### config.mk
export PLATFORM = sky130hd
export DESIGN_NAME = stuffed_frame_decoder_crc8_flat
export DESIGN_NICKNAME = d
export VERILOG_FILES = /design/src/sv/sfd_pkg.sv /design/src/sv/sfd_in_if.sv /design/src/sv/sfd_out_if.sv /design/src/sv/sfd_ctrl.sv /design/src/sv/sfd_dp.sv /design/src/sv/stuffed_frame_decoder_crc8.sv /design/src/flat_wrapper.sv
export VERILOG_INCLUDE_DIRS = /design/src /design/src/sv
export SDC_FILE = /design/constraint.sdc
export NUM_CORES = 1
export LEC_CHECK = 0
export BUFFER_PORTS_ARGS = -buffer_cell sky130_fd_sc_hd__buf_2
export CAP_MARGIN = 30
export CORE_ASPECT_RATIO = 1.4
export CORE_MARGIN = 2
export CORE_UTILIZATION = 50
export DETAILED_ROUTE_END_ITERATION = 6
export HOLD_SLACK_MARGIN = 0.03
export PLACE_DENSITY = 0.75
export SKIP_LAST_GASP = 1
export SYNTH_ARGS = -nofsm -noshare
export SYNTH_HDL_FRONTEND = slang
export SYNTH_SLANG_ARGS = --single-unit
### constraint.sdc
create_clock -name clk -period 3.11 [get_ports clk]
set_input_delay 0.622 -clock clk [delete_from_list [all_inputs] [get_ports clk]]
set_output_delay 0.622 -clock clk [all_outputs]
set_load 0.02 [all_outputs]
### src/sv/assert_macros.svh
// assertion helpers for the frame decoder
// no dependencies; included by files that carry concurrent checks
`ifndef ASSERT_MACROS_SVH
`define ASSERT_MACROS_SVH

// antecedent holds in a cycle -> consequent holds in the same cycle
`define SFD_ASSERT_SAME(lbl, clk, rst_n, ante, cons) \
  lbl: assert property (@(posedge clk) disable iff (!rst_n) (ante) |-> (cons)) \
    else $error("sfd check failed");

// antecedent holds in a cycle -> consequent holds in the next cycle
`define SFD_ASSERT_NEXT(lbl, clk, rst_n, ante, cons) \
  lbl: assert property (@(posedge clk) disable iff (!rst_n) (ante) |=> (cons)) \
    else $error("sfd check failed");

`endif

### src/sv/sfd_pkg.sv
// shared constants, crc-8 step function and controller/datapath bundles
// no dependencies
package sfd_pkg;

  localparam int BYTE_W       = 8;
  localparam int PLEN_W       = 6;
  localparam int FRAME_BUF_DEF = 64;
  localparam int OVERHEAD     = 5;
  localparam int PAYLOAD_OFS  = 4;

  localparam logic [BYTE_W-1:0] HEAD_CODE = 8'hAB;
  localparam logic [BYTE_W-1:0] TAIL_CODE = 8'hCD;
  localparam logic [BYTE_W-1:0] PAD_CODE  = 8'hEA;
  localparam logic [BYTE_W-1:0] CRC_POLY  = 8'h07;

  // index of the header fields within the collected frame
  localparam int ID_IDX  = 1;
  localparam int LEN_IDX = 2;
  localparam int CRC_IDX = 3;

  typedef struct packed {
    logic rx_en;     // accept one raw byte
    logic k_clr;     // restart the payload index
    logic crc_init;  // seed crc with the frame id
    logic rd_en;     // read payload byte at the index, advance index
    logic crc_mode;  // read data feeds the crc
    logic out_load;  // read data goes to the output register
  } sfd_cmd_t;

  typedef struct packed {
    logic close_ok;   // accepted byte closes a frame of consistent length
    logic rd_last;    // read at the index is the last payload byte
    logic emit_last;  // byte loaded now is the last payload byte
    logic crc_ok;     // computed crc equals the frame crc
    logic out_free;   // output register can take a beat
  } sfd_sts_t;

  // one byte of crc-8, msb first
  function automatic logic [BYTE_W-1:0] crc8_byte(input logic [BYTE_W-1:0] crc,
                                                  input logic [BYTE_W-1:0] data);
    logic [BYTE_W-1:0] c;
    c = crc ^ data;
    for (int i = 0; i < BYTE_W; i++) begin
      if (c[BYTE_W-1]) c = {c[BYTE_W-2:0], 1'b0} ^ CRC_POLY;
      else c = {c[BYTE_W-2:0], 1'b0};
    end
    return c;
  endfunction

endpackage

### src/sv/sfd_in_if.sv
// input channel: raw received byte with valid/ready
// depends on sfd_pkg
interface sfd_in_if;
  import sfd_pkg::*;
  logic              valid;
  logic              ready;
  logic [BYTE_W-1:0] rx_byte;

  modport source (output valid, output rx_byte, input ready);
  modport sink (input valid, input rx_byte, output ready);
endinterface

### src/sv/sfd_out_if.sv
// result channel: payload byte of a validated frame with valid/ready
// depends on sfd_pkg
interface sfd_out_if;
  import sfd_pkg::*;
  logic              valid;
  logic              ready;
  logic [BYTE_W-1:0] payload_byte;
  logic [BYTE_W-1:0] frame_id;
  logic [PLEN_W-1:0] payload_length;
  logic              last_byte;

  modport source (output valid, output payload_byte, output frame_id,
                  output payload_length, output last_byte, input ready);
  modport sink (input valid, input payload_byte, input frame_id,
                input payload_length, input last_byte, output ready);
endinterface

### src/sv/sfd_ctrl.sv
// sequencing fsm: collect, crc check over the stored payload, payload read-out
// depends on sfd_pkg
module sfd_ctrl (
  input  logic            clk,
  input  logic            rst_n,
  input  logic            in_valid,
  output logic            in_ready,
  input  sfd_pkg::sfd_sts_t sts,
  output sfd_pkg::sfd_cmd_t cmd
);
  import sfd_pkg::*;

  localparam logic [2:0] S_RX   = 3'd0;
  localparam logic [2:0] S_CRC  = 3'd1;
  localparam logic [2:0] S_CEND = 3'd2;
  localparam logic [2:0] S_CMP  = 3'd3;
  localparam logic [2:0] S_ERD  = 3'd4;
  localparam logic [2:0] S_ELD  = 3'd5;

  logic [2:0] state_r, state_nxt;

  always_comb begin
    state_nxt = state_r;
    cmd       = '0;
    in_ready  = 1'b0;
    case (state_r)
      S_RX: begin
        in_ready   = 1'b1;
        cmd.rx_en  = in_valid;
        if (sts.close_ok) begin
          cmd.crc_init = 1'b1;
          cmd.k_clr    = 1'b1;
          state_nxt    = S_CRC;
        end
      end
      S_CRC: begin
        // one read per cycle, data is consumed in the cycle after the read
        cmd.rd_en    = 1'b1;
        cmd.crc_mode = 1'b1;
        if (sts.rd_last) state_nxt = S_CEND;
      end
      S_CEND: begin
        cmd.crc_mode = 1'b1;
        state_nxt    = S_CMP;
      end
      S_CMP: begin
        if (sts.crc_ok) begin
          cmd.k_clr = 1'b1;
          state_nxt = S_ERD;
        end else begin
          state_nxt = S_RX;
        end
      end
      S_ERD: begin
        if (sts.out_free) begin
          cmd.rd_en = 1'b1;
          state_nxt = S_ELD;
        end
      end
      S_ELD: begin
        cmd.out_load = 1'b1;
        state_nxt    = sts.emit_last ? S_RX : S_ERD;
      end
      default: state_nxt = S_RX;
    endcase
  end

  always_ff @(posedge clk) begin
    if (!rst_n) state_r <= S_RX;
    else state_r <= state_nxt;
  end

endmodule

### src/sv/sfd_dp.sv
// datapath: unstuffing, frame store, header capture, crc register,
// output register. depends on sfd_pkg
module sfd_dp #(
  parameter int FRAME_BUF = sfd_pkg::FRAME_BUF_DEF
) (
  input  logic                      clk,
  input  logic                      rst_n,
  input  logic [sfd_pkg::BYTE_W-1:0] rx_byte,
  input  sfd_pkg::sfd_cmd_t         cmd,
  output sfd_pkg::sfd_sts_t         sts,
  input  logic                      out_ready,
  output logic                      out_valid,
  output logic [sfd_pkg::BYTE_W-1:0] payload_byte,
  output logic [sfd_pkg::BYTE_W-1:0] frame_id,
  output logic [sfd_pkg::PLEN_W-1:0] payload_length,
  output logic                      last_byte
);
  import sfd_pkg::*;

  localparam int AW = $clog2(FRAME_BUF);
  localparam int CW = $clog2(FRAME_BUF + 1);

  logic [BYTE_W-1:0] mem [FRAME_BUF];

  logic [CW-1:0]     cnt_r, cnt_nxt;
  logic              in_frame_r, in_frame_nxt;
  logic              esc_r, esc_nxt;
  logic [BYTE_W-1:0] id_r, len_r, crcf_r;
  logic [AW-1:0]     k_r;
  logic [BYTE_W-1:0] crc_r;
  logic [BYTE_W-1:0] rdata_r;
  logic              rvalid_r;
  logic              out_valid_r;
  logic [BYTE_W-1:0] out_byte_r;
  logic [BYTE_W-1:0] out_id_r;
  logic [PLEN_W-1:0] out_len_r;
  logic              out_last_r;

  logic              wr_en;
  logic [AW-1:0]     wr_idx;
  logic [AW-1:0]     rd_idx;
  logic              close;
  logic              size_ok;
  logic [CW-1:0]     n_tot;

  // byte unstuffing and frame bookkeeping
  always_comb begin
    cnt_nxt      = cnt_r;
    in_frame_nxt = in_frame_r;
    esc_nxt      = esc_r;
    wr_en        = 1'b0;
    wr_idx       = cnt_r[AW-1:0];
    close        = 1'b0;
    if (cmd.rx_en) begin
      if (in_frame_r && esc_r) begin
        wr_en   = 1'b1;
        esc_nxt = 1'b0;
        cnt_nxt = cnt_r + CW'(1);
      end else if (rx_byte == PAD_CODE) begin
        esc_nxt = 1'b1;
      end else begin
        esc_nxt = 1'b0;
        if (rx_byte == HEAD_CODE) begin
          wr_en        = 1'b1;
          wr_idx       = '0;
          cnt_nxt      = CW'(1);
          in_frame_nxt = 1'b1;
        end else if (in_frame_r) begin
          wr_en   = 1'b1;
          cnt_nxt = cnt_r + CW'(1);
          close   = (rx_byte == TAIL_CODE);
        end
      end
      if (close || (in_frame_nxt && cnt_nxt >= CW'(FRAME_BUF))) begin
        in_frame_nxt = 1'b0;
        esc_nxt      = 1'b0;
        cnt_nxt      = '0;
      end
    end
  end

  // length check on the closing beat
  assign n_tot   = cnt_r + CW'(1);
  assign size_ok = (n_tot > CW'(OVERHEAD)) &&
                   ((9'(len_r) + 9'(OVERHEAD)) == 9'(n_tot));

  assign rd_idx = AW'(PAYLOAD_OFS) + k_r;

  always_ff @(posedge clk) begin
    if (wr_en) mem[wr_idx] <= rx_byte;
    if (cmd.rd_en) rdata_r <= mem[rd_idx];
  end

  always_ff @(posedge clk) begin
    if (wr_en && wr_idx == AW'(ID_IDX)) id_r <= rx_byte;
    if (wr_en && wr_idx == AW'(LEN_IDX)) len_r <= rx_byte;
    if (wr_en && wr_idx == AW'(CRC_IDX)) crcf_r <= rx_byte;
    if (cmd.crc_init) crc_r <= id_r;
    else if (rvalid_r && cmd.crc_mode) crc_r <= crc8_byte(crc_r, rdata_r);
    // header fields travel with the beat, a new frame may start while it waits
    if (cmd.out_load) begin
      out_byte_r <= rdata_r;
      out_id_r   <= id_r;
      out_len_r  <= len_r[PLEN_W-1:0];
      out_last_r <= (8'(k_r) == len_r);
    end
  end

  always_ff @(posedge clk) begin
    if (!rst_n) begin
      cnt_r       <= '0;
      in_frame_r  <= 1'b0;
      esc_r       <= 1'b0;
      k_r         <= '0;
      rvalid_r    <= 1'b0;
      out_valid_r <= 1'b0;
    end else begin
      cnt_r      <= cnt_nxt;
      in_frame_r <= in_frame_nxt;
      esc_r      <= esc_nxt;
      rvalid_r   <= cmd.rd_en;
      if (cmd.k_clr) k_r <= '0;
      else if (cmd.rd_en) k_r <= k_r + AW'(1);
      if (cmd.out_load) out_valid_r <= 1'b1;
      else if (out_ready) out_valid_r <= 1'b0;
    end
  end

  assign sts.close_ok  = close && size_ok;
  assign sts.rd_last   = ((8'(k_r) + 8'd1) == len_r);
  assign sts.emit_last = (8'(k_r) == len_r);
  assign sts.crc_ok    = (crc_r == crcf_r);
  assign sts.out_free  = !out_valid_r || out_ready;

  assign out_valid      = out_valid_r;
  assign payload_byte   = out_byte_r;
  assign frame_id       = out_id_r;
  assign payload_length = out_len_r;
  assign last_byte      = out_last_r;

endmodule

### src/sv/stuffed_frame_decoder_crc8.sv
// collecting: one raw byte accepted per cycle, no result until a tail beat
// after a tail: crc over the stored payload, seeded with the frame id, one stored byte per cycle
// first payload beat valid only after the crc compare matches
// read-out: per payload byte one store read, once the output register is free, then one output load
// input is held off from the tail until the last payload byte is loaded, or until a crc mismatch
// reset (sync, active low) clears the fsm, counters and flags, not the store or data registers
`include "assert_macros.svh"
module stuffed_frame_decoder_crc8 #(
  parameter int FRAME_BUF = sfd_pkg::FRAME_BUF_DEF
) (
  input logic        clk,
  input logic        rst_n,
  sfd_in_if.sink     in_if,
  sfd_out_if.source  out_if
);
  import sfd_pkg::*;

  sfd_cmd_t cmd;
  sfd_sts_t sts;

  sfd_ctrl u_ctrl (
    .clk      (clk),
    .rst_n    (rst_n),
    .in_valid (in_if.valid),
    .in_ready (in_if.ready),
    .sts      (sts),
    .cmd      (cmd)
  );

  sfd_dp #(.FRAME_BUF(FRAME_BUF)) u_dp (
    .clk            (clk),
    .rst_n          (rst_n),
    .rx_byte        (in_if.rx_byte),
    .cmd            (cmd),
    .sts            (sts),
    .out_ready      (out_if.ready),
    .out_valid      (out_if.valid),
    .payload_byte   (out_if.payload_byte),
    .frame_id       (out_if.frame_id),
    .payload_length (out_if.payload_length),
    .last_byte      (out_if.last_byte)
  );

  // collection and store read-out never share a cycle
  `SFD_ASSERT_SAME(a_rx_rd_excl, clk, rst_n, cmd.rx_en, !cmd.rd_en && !cmd.out_load)
  // a closing frame stops intake for the check
  `SFD_ASSERT_NEXT(a_close_stall, clk, rst_n, cmd.crc_init, !in_if.ready)
  // a loaded beat shows up on the result channel
  `SFD_ASSERT_NEXT(a_load_valid, clk, rst_n, cmd.out_load, out_if.valid)

endmodule
### src/flat_wrapper.sv
// flat-port wrapper written by rule: the top's interface ports become plain ports
module stuffed_frame_decoder_crc8_flat import sfd_pkg::*;
#(
  parameter int FRAME_BUF = sfd_pkg::FRAME_BUF_DEF
)
  (clk, rst_n, in_if_valid, in_if_rx_byte, in_if_ready, out_if_valid, out_if_payload_byte, out_if_frame_id, out_if_payload_length, out_if_last_byte, out_if_ready);
  sfd_in_if in_if_i ();
  sfd_out_if out_if_i ();
  input logic clk;
  input logic rst_n;
  input wire logic [$bits(in_if_i.valid)-1:0] in_if_valid;
  input wire logic [$bits(in_if_i.rx_byte)-1:0] in_if_rx_byte;
  output wire logic [$bits(in_if_i.ready)-1:0] in_if_ready;
  output wire logic [$bits(out_if_i.valid)-1:0] out_if_valid;
  output wire logic [$bits(out_if_i.payload_byte)-1:0] out_if_payload_byte;
  output wire logic [$bits(out_if_i.frame_id)-1:0] out_if_frame_id;
  output wire logic [$bits(out_if_i.payload_length)-1:0] out_if_payload_length;
  output wire logic [$bits(out_if_i.last_byte)-1:0] out_if_last_byte;
  input wire logic [$bits(out_if_i.ready)-1:0] out_if_ready;
  assign in_if_i.valid = in_if_valid;
  assign in_if_i.rx_byte = in_if_rx_byte;
  assign in_if_ready = in_if_i.ready;
  assign out_if_valid = out_if_i.valid;
  assign out_if_payload_byte = out_if_i.payload_byte;
  assign out_if_frame_id = out_if_i.frame_id;
  assign out_if_payload_length = out_if_i.payload_length;
  assign out_if_last_byte = out_if_i.last_byte;
  assign out_if_i.ready = out_if_ready;
  stuffed_frame_decoder_crc8 #(.FRAME_BUF(FRAME_BUF)) u_core (.clk(clk), .rst_n(rst_n), .in_if(in_if_i), .out_if(out_if_i));
endmodule
==> results by group <==
Timing
  – Clock skew: ~0.011 ns
  – Number of setup violations in the final report: 0
  – Fin crit period: 2.840 ns
  – Hold Violations, Final: 0
  – Worst-Margin Slew: slightly below 0.9 ns
  – Final period util: around nine tenths
  – RSZ-0062 raised after global routing: no
  – Max-slew violation count: 0
  – Fmax: 0.3521 GHz
  – Relative slew margins: 40.81%

Floorplanning
  – Core footprint: 47050 um2
  – Die area: about 49000 um2
  – Initial Util: between 50% and 60%
  – Io pins: 37
  – Die width: around 190 um
  – Die height: 262.2 um
  – Std-Cell Rows: 94

Worst setup path
  – Slowest-stage cell, CP: nor2_1
  – CP peak stage delay: 0.60 ns
  – Worst path required time: 3.30 ns
  – WP data arrival: 3.03 ns
  – Crit. End Element: flip-flop
  – Reg2Reg Depth: 8
  – Crit Path Class: flip-flop to flip-flop
  – Largest fanout on the critical path: 11
  – Type of origin of the critical path: flip-flop
  – Critical path, cell by cell: nor4b_1 > buf_4 > nand2_1 > nor2_1 > nand4b_1 > buf_4 > buf_12 > nor2_1

Yosys
  – YS warnings: 0
  – Post-synthesis instance total: 1156
  – Post-synth ARST share: 0%
  – Synth Flop Type: edfxtp_1
  – Post-Syn Nets: 1173
  – Register bit total from synthesis: 595
  – Post-Syn Area: 23810 um2
  – Seq/Total Area, Yosys: 74.21%
  – EDFF count, synth: 575
  – Yosys cell types: roughly 60
  – Avg Inst Size Synth: about 20 um2

Placement
  – DP HPWL: around 34 mm
  – Port bufs: 36
  – Placed Area: 25480 um2
  – Placed Cells: 1861
  – Final GP Congestion: about 0.92

Route
  – DR WL/cell: ~27 um
  – Overall routed net length: 51.85 mm
  – Routed Antenna Nets: 0
  – DR pass1 iterations: 6
  – 1st-iter DRT viols: around 1100
  – DRC viols: 0
  – Drt via density: 5.966
  – Via count: 11650

Clocking
  – Setup repair bufs after CTS: 0
  – Deepest clock path buffer count: 3
  – Clock sinks: a little under 600
  – CTS tree: yes
  – Hold-fix buffers at CTS: 0
  – Clock root buffer: clkbuf_16
  – Skew-Pair Late Insertion Delay: 0.57 ns
  – Clock Pin Slew Worst Setup and Hold Paths: 0.07 ns
  – Clock buffer count from CTS: 50
  – # resized after CTS: 0
  – H-tree depth: 2

Cells and area
  – Area growth syn-to-layout: 14.04%
  – Util after Layout: 57.70%
  – Layout cell share with drive strength beyond 1: approximately 30%
  – Final instance area: 27150 um2
  – Final Non-Filler Cells: between 1500 and 2000
  – Final net count: 1306

Global routing
  – GRT Total Usage: 21.35%
  – Initial antenna violation count: 3
  – Largest net degree at the start of global routing: a little under 70
  – First-pass GRT wire length: 77.14 mm
  – GR Overflow Total: 0
  – Vias in the first global route: 12050

Min path
  – Hold path cells: 1
  – Min-delay worst type: input pin to flip-flop

Pwr
  – Static Leak: ~0.0083 uW
  – P per Cell Area: 564.0 nW/um2
  – VDD IR max: slightly below 0.0004 V

Run
  – MaxCap Viol Count: 0

Status
  – Status: finished clean
-- layout by cell type, fill, tap and decap left out, drive strengths merged, types with 4 or more instances in the layout --
master  Yosys  layout
nand4       6       6
a21oi      16      16
nor2b       7       7
nand2      31      31
mux2        9       9
or3         4       4
inv         6       6
clkbuf     44      62
nand2b      4       4
a31oi       4       4
o21ai      10      10
xor2       24      24
nor3        6       6
clkinv      0      21
dfxtp      20      20
and3        4       4
nand3      16      16
ha          5       5
nor2       84      84
edfxtp    575     575
nor4       10      10
nand3b      4       4
nor3b       8       8
mux4      168     168
buf        15     140
xnor2      33      33
bufinv      0       7
-- registers in the layout (all words and copies together) (netlist names), 8 cells and up --
signal / flops
u_core.u_dp.crc_r: 8
u_core.u_dp.rdata_r: 8
u_core.u_dp.id_r: 8
u_core.u_dp.frame_id: 8
u_core.u_dp.mem: 512
u_core.u_dp.crcf_r: 8
u_core.u_dp.payload_byte: 8
u_core.u_dp.len_r: 8
-- critical path: cells and delay by family, from the launching register on --
kind / cells / cell delay [ns]
DFF: 1 / 0.41
buffers and inverters: 3 / 0.57
and+or+nand+nor: 5 / 1.46
-- path summary, 6_finish.rpt --
kind / startpoint / end / slack, ns
worst min register to register: u_core.u_dp.id_r[4]$_DFFE_PP_ / u_core.u_dp.frame_id[4]$_DFFE_PP_ / 0.46
worst max-delay path: u_core.u_ctrl.state_r[0]$_SDFFE_PN0P_ / u_core.u_dp.mem[51][3]$_DFFE_PP_ / 0.27
worst max register to register: u_core.u_ctrl.state_r[0]$_SDFFE_PN0P_ / u_core.u_dp.mem[51][3]$_DFFE_PP_ / 0.27
worst min-delay path: in_if_rx_byte[2] / u_core.u_dp.crcf_r[2]$_DFFE_PP_ / 0.33
-- cells by family after synthesis --
kind of cell / Yosys count / synth area share [%]
DFF: 595 / 74.21
muxes: 178 / 16.38
AOI/OAI and AO/OA: 54 / 1.482
and+or+nand+nor: 200 / 4.273
adders and majority gates: 5 / 0.2628
buffers and inverters: 65 / 1.104
xor gates and xnor gates: 59 / 2.286
-- cell type report --
class / count / area [um2]
clock inverters: 29 / 306.5
diodes: 1 / 2.502
flip-flops and latches: 595 / 17680
multi-input cells: 496 / 5876
inverters: 6 / 22.52
fillers: 3385 / 19900
repair buffers: 140 / 1124
well taps: 624 / 780.7
clock buffers: 62 / 1360
-- cells in the mapped netlist, types with 3 or more instances --
cell type | instances | area (um2)
nand3_1 | 16 | 80.08
a21boi_0 | 3 | 22.52
ha_1 | 5 | 62.56
nor3b_1 | 8 | 60.06
and3_1 | 4 | 25.02
dfxtp_1 | 20 | 400.4
nand4_1 | 6 | 37.54
edfxtp_1 | 575 | 17270
o21a_1 | 3 | 22.52
inv_1 | 6 | 22.52
xnor2_1 | 33 | 289.0
clkbuf_1 | 44 | 165.2
and3b_1 | 3 | 26.28
buf_2 | 3 | 15.01
and2_1 | 3 | 18.77
nor2b_1 | 7 | 43.79
mux4_2 | 168 | 3784
a31oi_1 | 4 | 25.02
nor4_1 | 9 | 56.30
nor3_1 | 6 | 30.03
o21ai_0 | 9 | 45.04
a21oi_1 | 16 | 80.08
nand2b_1 | 3 | 18.77
or3_1 | 4 | 25.02
nor2_1 | 84 | 315.3
o211ai_1 | 3 | 22.52
nand3b_1 | 3 | 22.52
nand2_1 | 31 | 116.4
mux2_2 | 8 | 90.09
xor2_1 | 24 | 210.2
buf_1 | 10 | 37.54
-- where the power goes --
part	total (uW)	internal, uW	switching (uW)
clock	6370	3670	2690
sequential	8760	8760	0.218
combinational	179	31.8	147
-- layer usage --
metal  part of all wire (%)  GRT usage [%]  wire [um]
met5                  0.031              0         16
met4                    4.5          9.418       2321
met3                    5.3          2.965       2732
met2                     53          38.55      27720
met1                     37          25.81      19060
-- metrics by stage --
stage	hold WS [ns]	setup WS (ns)	TNS (ns)	power [uW]
6_report	0.3335	0.2700	0	15310
5_1_grt	0.3108	0.02289	0	15660
4_1_cts	0.2971	0.2626	0	15410
3_5_place_dp	0.4426	-0.08774	-1.022	9119
3_3_place_gp	0.4455	-0.06034	-0.7658	9109
2_1_floorplan	0.4222	0.008420	0	8962
Note: power is estimated with default switching activity, not from simulation.
